===== src/sbcm_pkg.sv =====
// ----------------------------------------------------------------------------
// sbcm_pkg
// Shared types and constants for the stream block continuity monitor.
// ----------------------------------------------------------------------------
package sbcm_pkg;

  localparam int unsigned CountW = 64;
  localparam int unsigned TotalW = 32;
  localparam int unsigned NumTallies = 8;

  typedef logic [CountW-1:0] count_t;

  // Position of each counter in the tally bank, in result order
  typedef enum logic [2:0] {
    TallyBlocks       = 3'd0,
    TallySamples      = 3'd1,
    TallySeqGaps      = 3'd2,
    TallyIdxGaps      = 3'd3,
    TallyBlocksLost   = 3'd4,
    TallySamplesLost  = 3'd5,
    TallyRegress      = 3'd6,
    TallyEstimated    = 3'd7
  } tally_idx_e;

  typedef struct packed {
    logic [CountW-1:0]        block_sequence;
    logic [CountW-1:0]        first_index;
    logic [TotalW-1:0]        sample_total;
    logic signed [CountW-1:0] stamp_ns;
    logic                     stamp_estimated;
  } sbcm_in_t;

  typedef struct packed {
    logic         rejected;
    logic         sequence_gap;
    logic         index_gap;
    logic         time_went_back;
    count_t       blocks_seen;
    count_t       samples_seen;
    count_t       sequence_gap_count;
    count_t       index_gap_count;
    count_t       blocks_lost;
    count_t       samples_lost;
    count_t       regression_count;
    count_t       estimated_count;
  } sbcm_out_t;

endpackage


===== src/stream_block_continuity_monitor.sv =====
// ----------------------------------------------------------------------------
// stream_block_continuity_monitor
// Checks sample-block headers for sequence, index and timestamp continuity
// and keeps running event and loss counters.
// ----------------------------------------------------------------------------
//  channel | dir | handshake                 | payload
//  --------+-----+---------------------------+-----------------------------
//  in      | in  | in_valid_i / in_ready_o   | in_i  (sbcm_pkg::sbcm_in_t)
//  out     | out | out_valid_o / out_ready_i | out_o (sbcm_pkg::sbcm_out_t)
//
// One item per cycle sustained while the output is not stalled; an accepted
// item passes through the input register, then the result register.
// The cursor and tally registers update at the same edge the result register
// loads, so the next item in the input register sees the updated state.
// A stall on the output holds both stages; the input register still takes an
// item while only the result register is full.
// Reset clears all cursors and counters to zero.
// ----------------------------------------------------------------------------
module stream_block_continuity_monitor (
  input  logic                 clk_i,
  input  logic                 rst_ni,
  input  logic                 in_valid_i,
  output logic                 in_ready_o,
  input  sbcm_pkg::sbcm_in_t   in_i,
  output logic                 out_valid_o,
  input  logic                 out_ready_i,
  output sbcm_pkg::sbcm_out_t  out_o
);

  localparam int unsigned W = sbcm_pkg::CountW;

  // Input stage
  logic               s1_valid_q;
  sbcm_pkg::sbcm_in_t s1_data_q;

  // Result stage
  logic                out_valid_q;
  sbcm_pkg::sbcm_out_t out_data_q;

  // Monitor state
  sbcm_pkg::count_t next_seq_q, next_seq_d;
  sbcm_pkg::count_t next_idx_q, next_idx_d;
  logic [W-1:0]     prev_stamp_q, prev_stamp_d;
  logic             seen_any_q, seen_any_d;
  sbcm_pkg::count_t tallies_q [sbcm_pkg::NumTallies];
  sbcm_pkg::count_t tallies_d [sbcm_pkg::NumTallies];

  logic advance;

  assign advance     = s1_valid_q && (!out_valid_q || out_ready_i);
  assign in_ready_o  = !s1_valid_q || advance;
  assign out_valid_o = out_valid_q;
  assign out_o       = out_data_q;

  always_ff @(posedge clk_i or negedge rst_ni) begin
    if (!rst_ni) begin
      s1_valid_q <= 1'b0;
    end else if (in_ready_o) begin
      s1_valid_q <= in_valid_i;
    end
  end

  always_ff @(posedge clk_i) begin
    if (in_ready_o && in_valid_i) begin
      s1_data_q <= in_i;
    end
  end

  // Header evaluation
  logic [W:0]       end_index;
  logic             rej;
  logic             sgap, igap, back;
  logic [W+1:0]     blost_sum, slost_sum;
  logic [W:0]       samples_sum;
  sbcm_pkg::count_t cnt_ext;
  sbcm_pkg::sbcm_out_t result;

  always_comb begin
    cnt_ext   = {{(W - sbcm_pkg::TotalW){1'b0}}, s1_data_q.sample_total};
    end_index = {1'b0, s1_data_q.first_index} + {1'b0, cnt_ext};
    rej       = (&s1_data_q.block_sequence) || end_index[W];
    sgap      = !rej && (s1_data_q.block_sequence != next_seq_q);
    igap      = !rej && (s1_data_q.first_index != next_idx_q);
    back      = !rej && seen_any_q &&
                ($signed(s1_data_q.stamp_ns) < $signed(prev_stamp_q));

    // Lost total plus forward gap; only used when the gap is forward
    blost_sum = {2'b00, tallies_q[sbcm_pkg::TallyBlocksLost]} +
                {2'b00, s1_data_q.block_sequence} - {2'b00, next_seq_q};
    slost_sum = {2'b00, tallies_q[sbcm_pkg::TallySamplesLost]} +
                {2'b00, s1_data_q.first_index} - {2'b00, next_idx_q};
    samples_sum = {1'b0, tallies_q[sbcm_pkg::TallySamples]} + {1'b0, cnt_ext};

    tallies_d    = tallies_q;
    next_seq_d   = next_seq_q;
    next_idx_d   = next_idx_q;
    prev_stamp_d = prev_stamp_q;
    seen_any_d   = seen_any_q;

    if (!rej) begin
      if (sgap) begin
        tallies_d[sbcm_pkg::TallySeqGaps] = tallies_q[sbcm_pkg::TallySeqGaps] + W'(1);
        if (s1_data_q.block_sequence > next_seq_q) begin
          tallies_d[sbcm_pkg::TallyBlocksLost] =
              (blost_sum[W+1:W] != 2'b00) ? '1 : blost_sum[W-1:0];
        end
      end
      if (igap) begin
        tallies_d[sbcm_pkg::TallyIdxGaps] = tallies_q[sbcm_pkg::TallyIdxGaps] + W'(1);
        if (s1_data_q.first_index > next_idx_q) begin
          tallies_d[sbcm_pkg::TallySamplesLost] =
              (slost_sum[W+1:W] != 2'b00) ? '1 : slost_sum[W-1:0];
        end
      end
      if (back) begin
        tallies_d[sbcm_pkg::TallyRegress] = tallies_q[sbcm_pkg::TallyRegress] + W'(1);
      end
      if (s1_data_q.stamp_estimated) begin
        tallies_d[sbcm_pkg::TallyEstimated] = tallies_q[sbcm_pkg::TallyEstimated] + W'(1);
      end
      tallies_d[sbcm_pkg::TallyBlocks]  = tallies_q[sbcm_pkg::TallyBlocks] + W'(1);
      tallies_d[sbcm_pkg::TallySamples] = samples_sum[W] ? '1 : samples_sum[W-1:0];

      next_seq_d   = s1_data_q.block_sequence + W'(1);
      next_idx_d   = end_index[W-1:0];
      prev_stamp_d = s1_data_q.stamp_ns;
      seen_any_d   = 1'b1;
    end

    result.rejected           = rej;
    result.sequence_gap       = sgap;
    result.index_gap          = igap;
    result.time_went_back     = back;
    result.blocks_seen        = tallies_d[sbcm_pkg::TallyBlocks];
    result.samples_seen       = tallies_d[sbcm_pkg::TallySamples];
    result.sequence_gap_count = tallies_d[sbcm_pkg::TallySeqGaps];
    result.index_gap_count    = tallies_d[sbcm_pkg::TallyIdxGaps];
    result.blocks_lost        = tallies_d[sbcm_pkg::TallyBlocksLost];
    result.samples_lost       = tallies_d[sbcm_pkg::TallySamplesLost];
    result.regression_count   = tallies_d[sbcm_pkg::TallyRegress];
    result.estimated_count    = tallies_d[sbcm_pkg::TallyEstimated];
  end

  always_ff @(posedge clk_i or negedge rst_ni) begin
    if (!rst_ni) begin
      next_seq_q   <= '0;
      next_idx_q   <= '0;
      prev_stamp_q <= '0;
      seen_any_q   <= 1'b0;
      for (int i = 0; i < sbcm_pkg::NumTallies; i++) begin
        tallies_q[i] <= '0;
      end
    end else if (advance) begin
      next_seq_q   <= next_seq_d;
      next_idx_q   <= next_idx_d;
      prev_stamp_q <= prev_stamp_d;
      seen_any_q   <= seen_any_d;
      tallies_q    <= tallies_d;
    end
  end

  always_ff @(posedge clk_i or negedge rst_ni) begin
    if (!rst_ni) begin
      out_valid_q <= 1'b0;
    end else if (advance) begin
      out_valid_q <= 1'b1;
    end else if (out_ready_i) begin
      out_valid_q <= 1'b0;
    end
  end

  always_ff @(posedge clk_i) begin
    if (advance) begin
      out_data_q <= result;
    end
  end

`ifndef SYNTH
  a_reject_no_flags : assert property (@(posedge clk_i) disable iff (!rst_ni)
      out_valid_q && out_data_q.rejected |->
      !out_data_q.sequence_gap && !out_data_q.index_gap && !out_data_q.time_went_back)
    else $error("rejected header reported a continuity flag");

  a_no_blocks_before_first : assert property (@(posedge clk_i) disable iff (!rst_ni)
      !seen_any_q |-> (tallies_q[sbcm_pkg::TallyBlocks] == '0))
    else $error("block count nonzero before any accepted header");

  a_ready_when_empty : assert property (@(posedge clk_i) disable iff (!rst_ni)
      !out_valid_q |-> in_ready_o)
    else $error("input stalled while result register is empty");

  a_advance_fills : assert property (@(posedge clk_i) disable iff (!rst_ni)
      advance |=> out_valid_q)
    else $error("result register not loaded after advance");
`endif

endmodule


===== config.mk =====
export PLATFORM = sky130hd
export DESIGN_NAME = stream_block_continuity_monitor
export DESIGN_NICKNAME = d
export VERILOG_FILES = /design/src/sbcm_pkg.sv /design/src/stream_block_continuity_monitor.sv
export SDC_FILE = /design/constraint.sdc
export NUM_CORES = 2
export LEC_CHECK = 0
export ABC_AREA = 1
export BUFFER_PORTS_ARGS = -buffer_cell sky130_fd_sc_hd__buf_2
export CAP_MARGIN = 15
export CORE_ASPECT_RATIO = 1.5
export CORE_UTILIZATION = 40
export CTS_CLUSTER_DIAMETER = 120
export CTS_CLUSTER_SIZE = 40
export DETAILED_ROUTE_END_ITERATION = 8
export PLACE_DENSITY_LB_ADDON = 0.08
export SLEW_MARGIN = 20
export SYNTH_ARGS = -nofsm -noshare
export SYNTH_HDL_FRONTEND = slang
export SYNTH_SLANG_ARGS = --single-unit
export TNS_END_PERCENT = 1

===== constraint.sdc =====
create_clock -name clk_i -period 22.3 [get_ports clk_i]
set_clock_uncertainty 0.1 [all_clocks]
set_input_delay 1.115 -clock clk_i [delete_from_list [all_inputs] [get_ports clk_i]]
set_output_delay 1.115 -clock clk_i [all_outputs]
set_load 0.02 [all_outputs]

## After elaboration in Yosys (flattened, before gate mapping)

Cells that the tools add are included.

| word-level totals | value |
|---|---|
| input port bits | 229 |
| flip-flop bits (word level) | 1448 |
| output and inout bits | 518 |
| word-level logic and storage cells | 80 |

| cells by class | value |
|---|---|
| reductions and logical operators | 17 |
| bitwise gates (word level) | 1 |
| magnitude comparators | 3 |
| add/sub/neg operators | 12 |
| muxes and demuxes | 14 |
| eq/ne operators | 2 |

Operators with widths:

| cell | count |
|---|---|
| $mux 64 | 11 |
| $mux 512 | 1 |
| $add 64x1->64 const B | 6 |
| $sub 65x64->66 | 2 |
| $add 64x32->65 | 2 |
| $add 64x64->65 | 2 |
| $gt 64x64->1 | 2 |
| $ne 64x64->1 | 2 |
| $lt 64x64->1 | 1 |
| $reduce_and 64->1 | 1 |
| $logic_and 1x1->1 | 6 |
| $reduce_bool 2->1 | 3 |
| $logic_not 1->1 | 3 |
| $logic_or 1x1->1 | 3 |
| $mux 1 | 2 |
| $reduce_and 2->1 | 1 |
| $not 1->1 | 1 |

## Longest topological paths before layout

| logic depth | value |
|---|---|
| depth in word-level cells | 7 |
| depth in mapped cells | 24 |

## Worst setup path before layout

Ideal clock, no wire load.

| path | value |
|---|---|
| kind | input -> register |
| from | input out_ready_i |
| to | register out_data_q, in the netlist out_o[0] (enable) |
| stages | 6 |
| buffers on the path | 2 |
| data required time | 21.118 ns |
| arrival time | 15.861 ns |
| setup slack | 5.258 ns |
| cell sequence | inv_1 nand2_1 nand2_1 inv_2 clkbuf_1 clkbuf_1 |

| on the way | value |
|---|---|
| word-level cells in the longest chain between the ends | 2 |

Ends and longest elaborated chain:

| item | line | source |
|---|---|---|
| start, declared | stream_block_continuity_monitor.sv:26 | `input logic out_ready_i,` |
| $logic_or 1x1->1 | stream_block_continuity_monitor.sv:50 | `assign advance = s1_valid_q && (!out_valid_q \|\| out_ready_i);` |
| $logic_and 1x1->1 | stream_block_continuity_monitor.sv:50 |  |
| named net advance | stream_block_continuity_monitor.sv:48 | `logic advance;` |
| end signal, assigned | stream_block_continuity_monitor.sv:174 | `out_data_q <= result;` |
| end, declared | stream_block_continuity_monitor.sv:38 | `sbcm_pkg::sbcm_out_t out_data_q;` |

The timed path passes the listed nets, and every way through them passes these cells.
A chain may end at the register's enable or synchronous reset.

## Worst setup path after layout

| path | value |
|---|---|
| from | register s1_data_q[97] in the netlist's numbering |
| to | register prev_stamp_q[20] |

| on the way | value |
|---|---|
| word-level cells in the longest chain between the ends | 4 |

Ends and longest elaborated chain:

| item | line | source |
|---|---|---|
| start, declared | stream_block_continuity_monitor.sv:34 | `sbcm_pkg::sbcm_in_t s1_data_q;` |
| start signal, assigned | stream_block_continuity_monitor.sv:65 | `s1_data_q <= in_i;` |
| $add 64x32->65 | stream_block_continuity_monitor.sv:80 | `end_index = {1'b0, s1_data_q.first_index} + {1'b0, cnt_ext};` |
| $logic_or 1x1->1 | stream_block_continuity_monitor.sv:81 | `rej = (&s1_data_q.block_sequence) \|\| end_index[W];` |
| $not 1->1 (no line) | n/a |  |
| $reduce_and 2->1 (no line) | n/a |  |
| end signal, assigned | stream_block_continuity_monitor.sv:156 | `prev_stamp_q <= prev_stamp_d;` |
| end, declared | stream_block_continuity_monitor.sv:43 | `logic [W-1:0] prev_stamp_q, prev_stamp_d;` |

No other way between the ends.

==> results.txt <==
----------------------------------------------------
[Final layout]
  Count of nets after finishing ... 13100
  Sequential cell area ... 0.0399 sq mm
  Ratio of cells with drive above 1 in the final layout ... 0.0846
  Most common cell after layout, fill and taps aside ... sky130_fd_sc_hd__nand2_1
  Synthesis-to-layout area growth ... 8.82%
  Footprint of the multi-input gates ... 0.0445 sq mm
  Most used cells in the layout excluding fill and tap cells ... 3422 x sky130_fd_sc_hd__nand2_1, 1774 x sky130_fd_sc_hd__inv_1, 946 x sky130_fd_sc_hd__nor2_1
  Fill cell instance count of the final layout ... 23700
  Layout Cell Area excl Fill ... 0.101 sq mm

[Power and ir drop]
  Leakage power ... 45.6 nW
  Post-layout total power ... 0.0143 W
  Worst-case vdd ir drop ... 0.0000984 V
  Power per cell area ... 142 mW/mm^2

[Run]
  Max-Cap Viols ... 0

[Global routing]
  First-pass GRT wire length ... 518000 um
  GR Util All Layers ... 0.298
  Total congestion overflow ... 0
  Vias in the first global route ... 78200
  Largest net degree at the start of global routing ... 159
  Antenna violations before repair ... 75

[Clock network]
  Clk buf depth ... 3
  Clk root buf ... sky130_fd_sc_hd__clkbuf_16
  Hold-fix buffer count after cts ... 0
  Total of cells resized after clock tree synthesis ... 0
  TritonCTS Sinks ... 1448
  Number of clock buffers inserted by TritonCTS ... 47
  Clock latency at the later pin of the worst-skew pair ... 800 ps
  Register clock-pin slew on the reported worst setup and hold paths ... 150 ps
  Setup repair bufs after CTS ... 0
  CTS tree ... done
  Count of H-tree levels built during CTS ... 2

[Routing]
  DR WL met2 ... 171000 um
  Drt pass-1 iters ... 6
  Routed length on met3 ... 20900 um
  Met1 WL ... 152000 um
  Mean routed wirelength per cell ... 23.1 um
  Uppermost layer routed ... met5
  Post-DRT Antenna Nets ... 0
  DRC violation count after routing ... 0
  Violation count after the first detailed-routing iteration ... 6759
  Final routed wirelength across all metal layers ... 358000 um
  Detailed-route vias per instance ... 5.25
  Total vias in the final route ... 81300

[STA]
  Min Clock Period, post-route ... 6490 ps
  Maximum clock frequency ... 154 MHz
  RSZ-0062 raised after global routing ... false
  Share of the clock period used by the worst path after layout ... 0.291
  Final setup vio count ... 0
  Count of final hold-check violations ... 0
  Slew at the pin with the worst max-slew slack ... 1140 ps
  Worst max-slew margin expressed relative to the limit ... 0.240
  Post-route setup TNS ... 0 ps
  Max-slew violation total from the final report ... 0

[Worst setup path]
  Capturing element type of the critical path ... register
  Terminus of the critical flop-to-flop path ... prev_stamp_q[20]$_DFFE_PN0P_
  Required time at the worst-slack endpoint ... 22840 ps
  Critical Path Source Type ... register
  Stage delay of the slowest cell on the critical path ... 850 ps
  CP delay by family, top ... buffers and inverters
  Biggest fanout along the worst timing path ... 104
  Arrival @ worst endpoint ... 7020 ps
  Crit Path Class ... reg2reg
  CP cell instances ... ha_1 > inv_1 > fa_1 > inv_1 > nand3_1 > nand2_1 > nand2_1 > nand2_2 > nand2_1 > nand2_2 > nand2_2 > nand2_4 > nand2_2 > nand2_4 > inv_6 > nand2_4 > inv_8 > buf_4 > buf_4 > o21ai_0
  Cell depth of the worst setup path ... 20
  Setup slack, reg-to-reg ... 15810 ps
  End point of the critical path ... prev_stamp_q[20]$_DFFE_PN0P_
  Start of the worst register-to-register path ... s1_data_q[97]$_DFFE_PP_
  Worst r2r path cells ... 20
  Slowest CP cell ... sky130_fd_sc_hd__buf_4
  Critical path's most frequent cell ... sky130_fd_sc_hd__nand2_2
  Worst setup path start ... s1_data_q[97]$_DFFE_PP_
  Critical path buffer and inverter count ... 6

[Place]
  Gp weighted congestion ... 0.995
  Port Buffer Count ... 746
  Cell area reported after detailed placement ... 0.0992 sq mm
  Half-perimeter wire length after placement ... 289000 um

[Synth]
  Register bit total from synthesis ... 1448
  Leading area contributor after synthesis ... sky130_fd_sc_hd__edfxtp_1
  Syn Nets ... 12600
  Distinct cells, synth ... 58
  Post-synthesis sequential area ratio ... 0.431
  Synth area leaders ... sky130_fd_sc_hd__edfxtp_1 24%, sky130_fd_sc_hd__dfrtp_1 19%, sky130_fd_sc_hd__nand2_1 14%
  Post-synth top flop ... sky130_fd_sc_hd__edfxtp_1
  Post-synth EDFFs ... 741
  Ys async rst share ... 0.488
  Number of synthesis warnings ... 0
  Netlist area before placement ... 0.0927 sq mm
  Cells after Synth ... 11800
  Synthesized area divided by synthesized cell count ... 7.83 sq um
  Top-area cell type share of the netlist area ... 0.240

[Floorplanning]
  Die area ... 0.234 sq mm
  Die height ... 592 um
  Horiz. Die Dim ... 395 um
  Boundary pin count ... 747
  Area of the placeable core ... 0.231 sq mm
  FP Rows ... 216
  Initial cell density of the core ... 0.402

[Min path]
  Hold/Removal Path Class ... in2async

[Outcome]
  Status ... completed

----------------------------------------------------
## worst reg2reg max path, stage by stage, from the launching register on
cell                       delay, ps
sky130_fd_sc_hd__edfxtp_1        460
sky130_fd_sc_hd__ha_1            250
sky130_fd_sc_hd__inv_1            70
sky130_fd_sc_hd__fa_1            190
sky130_fd_sc_hd__inv_1            50
sky130_fd_sc_hd__nand3_1          60
sky130_fd_sc_hd__nand2_1         110
sky130_fd_sc_hd__nand2_1         100
sky130_fd_sc_hd__nand2_2          90
sky130_fd_sc_hd__nand2_1          90
sky130_fd_sc_hd__nand2_2         130
sky130_fd_sc_hd__nand2_2         110
sky130_fd_sc_hd__nand2_4         100
sky130_fd_sc_hd__nand2_2         110
sky130_fd_sc_hd__nand2_4         430
sky130_fd_sc_hd__inv_6           680
sky130_fd_sc_hd__nand2_4         550
sky130_fd_sc_hd__inv_8           680
sky130_fd_sc_hd__buf_4           840
sky130_fd_sc_hd__buf_4           880
sky130_fd_sc_hd__o21ai_0         290
## report_power, final
group	total [W]	switching (W)	internal [W]
registers	0.00443	0.000643	0.00379
clock network	0.00138	0.000938	0.000441
logic	0.00853	0.00592	0.00260
total	0.0143	0.00750	0.00683
## routing by layer
layer,vias up,track usage
met2,2529,0.508
met1,39100,0.389
met5,-,0
met3,427,0.0378
li1,39200,-
met4,40,0.104
## worst min-delay path by stage
stage | to | depth (start not counted) | startpoint | slack [ps]
6_report | tallies_q[107]$_DFFE_PN0P_ | 1 | rst_ni | 220
3_3_place_gp | tallies_q[226]$_DFFE_PN0P_ | 2 | tallies_q[226]$_DFFE_PN0P_ | 360
2_1_floorplan | seen_any_q$_DFFE_PN0P_ | 2 | seen_any_q$_DFFE_PN0P_ | 330
4_1_cts | tallies_q[107]$_DFFE_PN0P_ | 1 | rst_ni | 210
3_5_place_dp | tallies_q[229]$_DFFE_PN0P_ | 2 | tallies_q[229]$_DFFE_PN0P_ | 370
5_1_grt | tallies_q[123]$_DFFE_PN0P_ | 1 | rst_ni | 230
## cell type report
cell class / instances / share of cell area
Antenna cell: 19 / 0.000471
Clock buffer: 68 / 0.0129
Clock inverter: 19 / 0.00300
Inverter: 1792 / 0.0670
Multi-Input combinational cell: 8292 / 0.441
Sequential cell: 1448 / 0.396
Tap cell: 3052 / 0.0378
Timing Repair Buffer: 805 / 0.0421
## cells by family (layout without fill, tap and decap cells)
family | count (synthesis) | count (layout) | share of synthesized area
AOI/OAI and AO/OA | 1453 | 1453 | 0.0871
and+or+nand+nor | 5825 | 5825 | 0.265
xor gates and xnor gates | 493 | 493 | 0.0466
adders and majority gates | 521 | 521 | 0.0808
DFF | 1448 | 1448 | 0.431
buffers and inverters | 2103 | 2684 | 0.0899
other | 0 | 19 | 0
## sequential cells by signal, summed over array words and instances, names as in the netlist
name          cells
out_valid_o       1
next_idx_q       64
seen_any_q        1
out_o           516
cnt_ext          32
next_seq_q       64
s1_valid_q        1
prev_stamp_q     64
s1_data_q       193
tallies_q       512
## cell usage after synthesis, types with 141 or more instances
library cell / n
sky130_fd_sc_hd__xnor2_1: 141
sky130_fd_sc_hd__inv_1: 1775
sky130_fd_sc_hd__edfxtp_1: 741
sky130_fd_sc_hd__o21ai_0: 666
sky130_fd_sc_hd__ha_1: 391
sky130_fd_sc_hd__dfrtp_1: 707
sky130_fd_sc_hd__nand2_1: 3424
sky130_fd_sc_hd__nor3_1: 262
sky130_fd_sc_hd__nand3_1: 659
sky130_fd_sc_hd__nand4_1: 258
sky130_fd_sc_hd__xor2_1: 351
sky130_fd_sc_hd__a21oi_1: 393
sky130_fd_sc_hd__nor2_1: 947
## metrics by stage
| stage | setup WS, ps | std cells | hold WS, ps | util |
|---|---|---|---|---|
| 6_report | 15810 | 15500 | 215 | 0.438 |
| 5_1_grt | 15270 | 15500 | 232 | 0.438 |
| 4_1_cts | 15800 | 15500 | 205 | 0.437 |
| 3_5_place_dp | 15840 | 15400 | 365 | 0.431 |
| 3_3_place_gp | 15940 | 15400 | 361 | 0.430 |
| 2_1_floorplan | 5260 | 11800 | 332 | - |
No activity file was read; power rests on OpenSTA's default activity.
